<file path="config.mk">
export PLATFORM = sky130hd
export DESIGN_NAME = srlu_cell
export DESIGN_NICKNAME = d
export VERILOG_FILES = /design/src/design/sequential_record_list_unit_assert.svh /design/src/design/srlu_pkg.sv /design/src/design/srlu_cell.sv
export SDC_FILE = /design/constraint.sdc
export NUM_CORES = 1
export LEC_CHECK = 0
export BUFFER_PORTS_ARGS = -buffer_cell sky130_fd_sc_hd__clkbuf_2
export CORE_AREA = 2 2 202 204
export DETAILED_ROUTE_END_ITERATION = 10
export DIE_AREA = 0 0 204 206
export HOLD_SLACK_MARGIN = 0.08
export PLACE_DENSITY_LB_ADDON = 0.05
export RECOVER_POWER = 25
export SYNTH_ARGS = -nofsm -noshare
export SYNTH_HDL_FRONTEND = slang
export SYNTH_SLANG_ARGS = --single-unit
</file>
<file path="constraint.sdc">
create_clock -name clk_i -period 6.6 [get_ports clk_i]
set_clock_uncertainty 0.05 [all_clocks]
set_input_delay 0.33 -clock clk_i [delete_from_list [all_inputs] [get_ports clk_i]]
set_output_delay 0.33 -clock clk_i [all_outputs]
set_load 0.1 [all_outputs]
</file>
<file path="src/design/sequential_record_list_unit_assert.svh">
// Assertion macros for the record list unit.
`ifndef SEQUENTIAL_RECORD_LIST_UNIT_ASSERT_SVH
`define SEQUENTIAL_RECORD_LIST_UNIT_ASSERT_SVH

// same-cycle implication
`define SRLU_ASSERT_NOW(lbl, ante, cons) \
  lbl: assert property (@(posedge clk_i) disable iff (!rst_ni) (ante) |-> (cons)) \
    else $error("srlu assertion failed");

// next-cycle implication
`define SRLU_ASSERT_NXT(lbl, ante, cons) \
  lbl: assert property (@(posedge clk_i) disable iff (!rst_ni) (ante) |=> (cons)) \
    else $error("srlu assertion failed");

`endif

</file>
<file path="src/design/srlu_pkg.sv">
`default_nettype none

package srlu_pkg;

  localparam int unsigned CAPACITY = 64;
  localparam int unsigned IDX_W    = $clog2(CAPACITY);
  localparam int unsigned CNT_W    = $clog2(CAPACITY + 1);
  localparam int unsigned POS_W    = 7;
  localparam int unsigned CMP_W    = (CNT_W > POS_W) ? CNT_W : POS_W;

  typedef enum logic [3:0] {
    CMD_INS_BACK   = 4'd0,
    CMD_INS_FRONT  = 4'd1,
    CMD_INS_SORTED = 4'd2,
    CMD_READ_POS   = 4'd3,
    CMD_FIND_KEY   = 4'd4,
    CMD_RM_FRONT   = 4'd5,
    CMD_RM_BACK    = 4'd6,
    CMD_RM_KEY     = 4'd7,
    CMD_RM_SWAP    = 4'd8
  } cmd_e;

  typedef enum logic [2:0] {
    ST_OK        = 3'd0,
    ST_NOT_FOUND = 3'd1,
    ST_EMPTY     = 3'd2,
    ST_BAD_POS   = 3'd3,
    ST_FULL      = 3'd4
  } status_e;

  typedef enum logic [1:0] {
    MODE_KEEP,
    MODE_INS,
    MODE_DEL,
    MODE_SWAP
  } mode_e;

  typedef enum logic {
    S_IDLE,
    S_EXEC
  } state_e;

  typedef struct packed {
    logic signed [31:0] key;
    logic [31:0]        pay;
  } rec_t;

  // compare phase control, broadcast to all cells
  typedef struct packed {
    logic               en;
    cmd_e               cmd;
    logic signed [31:0] key;
    logic [CMP_W-1:0]   pos_m1;
    logic [CNT_W-1:0]   count;
  } flag_ctl_t;

  // update phase control, broadcast to all cells
  typedef struct packed {
    mode_e mode;
    rec_t  new_rec;
    rec_t  last_rec;
  } op_ctl_t;

endpackage

`default_nettype wire

</file>
<file path="src/design/srlu_cell.sv">
`default_nettype none

module srlu_cell (
  input  logic                      clk_i,
  input  logic                      rst_ni,
  input  logic [srlu_pkg::IDX_W-1:0] idx_i,
  input  srlu_pkg::flag_ctl_t       flag_ctl_i,
  input  srlu_pkg::op_ctl_t         op_ctl_i,
  input  srlu_pkg::rec_t            left_rec_i,
  input  srlu_pkg::rec_t            right_rec_i,
  input  logic                      hit_prev_i,
  input  logic                      ge_prev_i,
  output srlu_pkg::rec_t            rec_o,
  output logic                      hit_o,
  output logic                      ge_o,
  output srlu_pkg::rec_t            sel_rec_o,
  output srlu_pkg::rec_t            last_rec_o
);
  import srlu_pkg::*;

  rec_t rec_q, rec_d;
  logic hit_q, hit_d;
  logic ge_q, ge_d;
  logic occupied, is_last, first_hit, first_ge;

  assign occupied = CNT_W'(idx_i) < flag_ctl_i.count;
  assign is_last  = occupied && (CNT_W'(idx_i) == flag_ctl_i.count - CNT_W'(1));

  always_comb begin
    hit_d = 1'b0;
    ge_d  = 1'b0;
    unique case (flag_ctl_i.cmd) inside
      CMD_READ_POS: hit_d = occupied && (CMP_W'(idx_i) == flag_ctl_i.pos_m1);
      CMD_FIND_KEY, CMD_RM_KEY, CMD_RM_SWAP: hit_d = occupied && (rec_q.key == flag_ctl_i.key);
      CMD_RM_FRONT: hit_d = occupied && (idx_i == '0);
      CMD_INS_BACK: ge_d = !occupied;
      CMD_INS_FRONT: ge_d = 1'b1;
      CMD_INS_SORTED: ge_d = !occupied || !($signed(rec_q.key) < $signed(flag_ctl_i.key));
      default: ;
    endcase
  end

  always_ff @(posedge clk_i or negedge rst_ni) begin
    if (!rst_ni) begin
      hit_q <= 1'b0;
      ge_q  <= 1'b0;
    end else if (flag_ctl_i.en) begin
      hit_q <= hit_d;
      ge_q  <= ge_d;
    end
  end

  assign first_hit = hit_q && !hit_prev_i;
  assign first_ge  = ge_q && !ge_prev_i;

  always_comb begin
    rec_d = rec_q;
    case (op_ctl_i.mode)
      MODE_INS: begin
        if (first_ge) begin
          rec_d = op_ctl_i.new_rec;
        end else if (ge_prev_i) begin
          rec_d = left_rec_i;
        end
      end
      MODE_DEL: begin
        if (hit_prev_i || hit_q) begin
          rec_d = right_rec_i;
        end
      end
      MODE_SWAP: begin
        if (first_hit) begin
          rec_d = op_ctl_i.last_rec;
        end
      end
      default: ;
    endcase
  end

  always_ff @(posedge clk_i) begin
    rec_q <= rec_d;
  end

  assign rec_o      = rec_q;
  assign hit_o      = hit_prev_i || hit_q;
  assign ge_o       = ge_prev_i || ge_q;
  assign sel_rec_o  = first_hit ? rec_q : '0;
  assign last_rec_o = is_last ? rec_q : '0;

endmodule

`default_nettype wire
</file>
After elaboration in Yosys (flattened, before gate mapping) --
Cells that the tools add are included.
Word-level totals: word-level logic and storage cells 50, bits in registers 66, bits of input ports 319, output and inout bits 194
Operators by class: equal/unequal tests 16, reduce and logical (&&, ||, !) cells 18, add/sub/neg operators 1, magnitude comparators 2, mux-type cells 9
Operators by type and width (number):
- 2-to-1 mux 64 bit | 6
- one-hot mux 64 bit (3 select lines) | 1
- equality test 32 bit | 1
- less-than comparator 32 bit | 1
- equality test 6 x 7 -> 1 bit | 2
- equality test 4 x 3 -> 1 bit (second input constant) | 3
- equality test 4 x 2 -> 1 bit (second input constant) | 2
- less-than comparator 6 x 7 -> 1 bit | 1
- subtractor 7 x 1 -> 7 bit (second input constant) | 1
- logical AND 1 bit | 6
- logical NOT 6 bit | 1
- one-hot mux 1 bit (3 select lines) | 2
- equality test 2 bit (second input constant) | 2
- equality test 4 x 1 -> 1 bit (second input constant) | 1
- equality test 4 bit (second input constant) | 1
- logical NOT 1 bit | 4
- logical NOT 4 bit | 1
- inequality test 2 bit (second input constant) | 2
- AND reduction 4 bit | 1
- logical OR 1 bit | 3
- inequality test 3 bit (second input constant) | 1
- nonzero test 3 bit | 1
- OR reduction 3 bit | 1
- equality test 2 x 1 -> 1 bit (second input constant) | 1

Depth between registers and ports, before layout --
word-level depth 4, mapped depth 8, gate-level depth less buffers 7

Least setup slack after synthesis --
Ideal clock, no wire load.
path type input -> register, from input port op_ctl_i[128] (netlist bit), to register rec_q, in the netlist rec_o[0], enable pin, stages on the path 5, data arrival time 5.695 ns, slack 0.280 ns, path through clkbuf_1 clkbuf_1 buf_2 nand2_1 o21ai_0
On the way: word-level cells in the longest chain between the ends 3, elaborated cells on any way between the ends 8, classes of those cells eq/ne: 6; reduce/logical: 2
RTL lines:
- start, declared | RTL line srlu_cell.sv:8 | input srlu_pkg::op_ctl_t op_ctl_i,
- equality test 2 x 1 -> 1 bit / equality test 2 bit (equally long branches) | RTL line srlu_cell.sv:58 | case (op_ctl_i.mode)
- inequality test 3 bit (no source line), or another cell as far along
- AND reduction 4 bit (no source line) (*)
- end signal, assigned | RTL line srlu_cell.sv:81 | rec_q <= rec_d;
- end, declared | RTL line srlu_cell.sv:21 | rec_t rec_q, rec_d;
Mark *: on every way between the ends. The rest lies on a longest branch, timed or not. A chain may end at the register's enable or synchronous reset.

==> results.rst <==
.. list-table::
   :header-rows: 1

   * - Metric
     - Value
   * - Number of buffers created by CTS
     - 9
   * - Initial core utilization
     - 15.35%
   * - Gr busiest metal
     - met2
   * - DR WL/cell
     - 19.14 um
   * - Remaining DRCs
     - 0
   * - Transition time of the tightest slew-check pin
     - 1.848 ns
   * - Combined area of the multi-input logic cells
     - 3865 um^2
   * - CP Launch Type
     - primary input
   * - Worst hold slack
     - 0.2489 ns
   * - Data arrival time of the critical path
     - 2.91 ns
   * - Number of nets with antenna violations after routing
     - 0
   * - Number of endpoints with negative hold slack in the final report
     - 0
   * - Maximum clock frequency
     - 0.3036 GHz
   * - Path category of the worst min-delay check
     - in2reg
   * - Number of nets in the finished design
     - 1529
   * - Status
     - finished, violations left
   * - CTS tree
     - done
   * - Number of setup buffers added after CTS
     - 0
   * - Register area
     - 1972 um^2
   * - RSZ-0062 raised after global routing
     - no
   * - Lkg Pwr
     - 4.588 nW
   * - Prevailing post-synth register cell
     - edfxtp_1
   * - Clock-pin slew reported for the worst setup and hold paths after clock tree synthesis
     - 0.05 ns
   * - Number of placement rows
     - 74
   * - Register-to-register path setup slack
     - 3.34 ns
   * - Number of buffers between clock root and the deepest sink
     - 2
   * - Violations in the final reports
     - max-capacitance violations, max-slew violations
   * - GRT met2 Usage
     - 27.55%
   * - Antenna violations before repair
     - 1
   * - Placer's final routability congestion estimate
     - 0.7726
   * - M3 GR Usage
     - 3.422%
   * - Number of placed cells counting well taps
     - 1691
   * - Power Total
     - 1.625 mW
   * - Data required, critical path
     - 6.22 ns
   * - Number of distinct library cell variants in the gate-level netlist after synthesis
     - 44
   * - Number of top-level pins
     - 513
   * - Final setup violating endpoints
     - 0
   * - Area overhead of the layout relative to synthesis
     - 53.86%
   * - Post-detailed-route via-to-cell ratio
     - 3.994
   * - Synthesis Warnings
     - 0
   * - Category of the worst setup path capture point
     - output port
   * - Vias
     - 6821
   * - Setup TNS after final layout
     - 0 ns
   * - Y dimension of the die
     - 206 um
   * - Seq/Total Area, Yosys
     - 31.96%
   * - DIE AREA
     - 42020 um^2
   * - Core area
     - 40180 um^2
   * - Number of global-route vias before repair
     - 6834
   * - Global-route wire length before repair
     - 45.51 mm
   * - Total power density per cell area
     - 171.1 nW/um^2
   * - Worst Path Max Fanout
     - 64
   * - Total of buffers placed on input and output ports
     - 512
   * - Fin crit share
     - 49.90%
   * - Non-filler cells, final
     - 1708
   * - Width of the chip
     - 204 um
   * - Cell area after synthesis
     - 6170 um^2
   * - Maximum number of pins on one net before global-route repair
     - 72
   * - Post-synthesis cell count
     - 688
   * - Final wirelength
     - 32.69 mm
   * - Pre-antenna DRT Iters
     - 4
   * - Average instance area after synthesis
     - 8.968 um^2
   * - Kind of critical path
     - in2out
   * - Total overflow reported by the global router
     - 0
   * - Max-cap violation count
     - 1
   * - Root buffer selected by CTS
     - clkbuf_16
   * - Hold bufs inserted after CTS
     - 1
   * - Fraction of final layout cells sized beyond drive strength 1
     - 40.20%
   * - Synthesis-stage register bit count
     - 66
   * - Fraction of registers with async set/reset
     - 3.030%
   * - Starting DRT DRC Count
     - 204
   * - Number of clock sinks
     - 66
   * - Fraction of met1 tracks used by global routing
     - 17.33%
   * - Max-slew headroom
     - -23.42%
   * - Syn_nets
     - 1046
   * - Peak VDD IR
     - 0.1015 mV
   * - Layout filler cell count
     - 4579
   * - Total of cells resized after clock tree synthesis
     - 0
   * - Period minus WS final
     - 3.294 ns
   * - Aggregate global-route resource usage
     - 15.00%
   * - Number of enable flip-flop cells after synthesis
     - 64
   * - Clock H-tree levels
     - 3
   * - DP HPWL
     - 26.53 mm
   * - Number of pins with negative max-slew slack in the final report
     - 20
   * - Latest clock arrival within the worst-skew pair
     - 0.35 ns
[routing by layer]
layer  vias to the layer above  wire, um  share of wire, %
li1                       3427         -                 -
met3                        21      1961               6.0
met4                         2       507               1.6
met5                         -        12             0.037
met2                       243     17140                52
met1                      3128     13080                40
[cell usage after synthesis (2+ instances only)]
cell type	count	area [um^2]
and2_1	192	1201
a21oi_1	80	400.4
a211oi_1	66	495.5
edfxtp_1	64	1922
mux2i_1	64	640.6
inv_1	42	157.7
ha_1	39	488.0
clkbuf_1	37	138.9
nand4_1	9	56.30
xnor2_1	9	78.83
nand2_1	7	26.28
nand3_1	7	35.03
nor2_1	7	26.28
clkbuf_2	6	30.03
o21ai_0	6	30.03
xor2_1	6	52.55
nor2b_1	5	31.28
buf_2	4	20.02
nor4_1	4	25.02
a31oi_1	2	12.51
buf_1	2	7.510
dfrtp_1	2	50.05
nand2b_1	2	12.51
nand4b_1	2	17.52
nor3b_1	2	15.01
nor4b_1	2	17.52
o31ai_1	2	15.01
or2_2	2	12.51
[cell usage in the layout, fill, tap and decap left out, drive strengths merged, types with 6 or more instances in the layout]
| cell | n |
|---|---|
| mux2i | 64 |
| buf | 10 |
| and2 | 193 |
| a21oi | 80 |
| xnor2 | 9 |
| nor2 | 7 |
| nand4 | 9 |
| xor2 | 6 |
| nand2 | 7 |
| ha | 39 |
| inv | 42 |
| o21ai | 7 |
| nand3 | 7 |
| clkbuf | 520 |
| edfxtp | 64 |
| a211oi | 66 |
[report_power, final]
part / switching, mW / internal (mW) / total, mW
Combinational: 0.422 / 0.179 / 0.601
Sequential: 0.0377 / 0.506 / 0.544
Clock: 0.194 / 0.286 / 0.480
Total: 0.654 / 0.971 / 1.62
[cell type report]
type	count	share of cell area, %
antenna	2	0.05272
clock inverter	4	0.4745
inverter	42	1.661
sequential	66	20.77
timing repair buffer	521	26.90
clock buffer	10	2.412
tap	532	7.012
multi-input combinational	531	40.71
[worst max-delay path, stage by stage]
cell and delay (ns):
clkbuf_2 0.13, inv_1 0.05, ha_1 0.26, o21ai_1 0.12, a21oi_1 0.05, o41a_1 0.40, nor4_4 0.29, buf_4 0.54
and2_1 0.23, clkbuf_2 0.46
[registers in the layout (all words and copies together), names as in the netlist]
register	count
rec_o	64
hit_q	1
ge_q	1
[cell families (layout without fill, tap and decap cells)]
kind of cell             count (synthesis)  in the layout  synth area share [%]
AO/OA/AOI/OAI                          167            167                 16.99
XOR/XNOR                                15             15                 2.129
adder cells (fa/ha/maj)                 39             39                 7.909
multiplexers                            65             65                 10.57
other                                    0              2                     0
flip-flops                              66             66                 31.96
AND/OR/NAND/NOR                        245            245                 24.70
buffers and inverters                   91            577                 5.739
[final timing paths]
| path | depth (start not counted) | end | from |
|---|---|---|---|
| hold / removal | 2 | hit_q | flag_ctl_i[50] |
| max in group asynchronous | 2 | ge_q | rst_ni |
| min in group asynchronous | 2 | hit_q | rst_ni |
| setup reg to reg | 4 | rec_o[47] | ge_q |
| setup / recovery | 10 | last_rec_o[18] | flag_ctl_i[2] |
| hold reg to reg | 1 | hit_q | hit_q |
[per-stage QoR]
step / instance area (um^2) / utilization (%) / setup slack, ns
detailed placement: 9295 / 23.13 / 3.291
global route: 9488 / 23.61 / 2.968
global placement: 9295 / 23.13 / 3.340
floorplan: 6170 / - / 0.2802
finish: 9493 / 23.62 / 3.306
CTS: 9579 / 23.84 / 3.279
No activity file was read; power rests on OpenSTA's default activity.
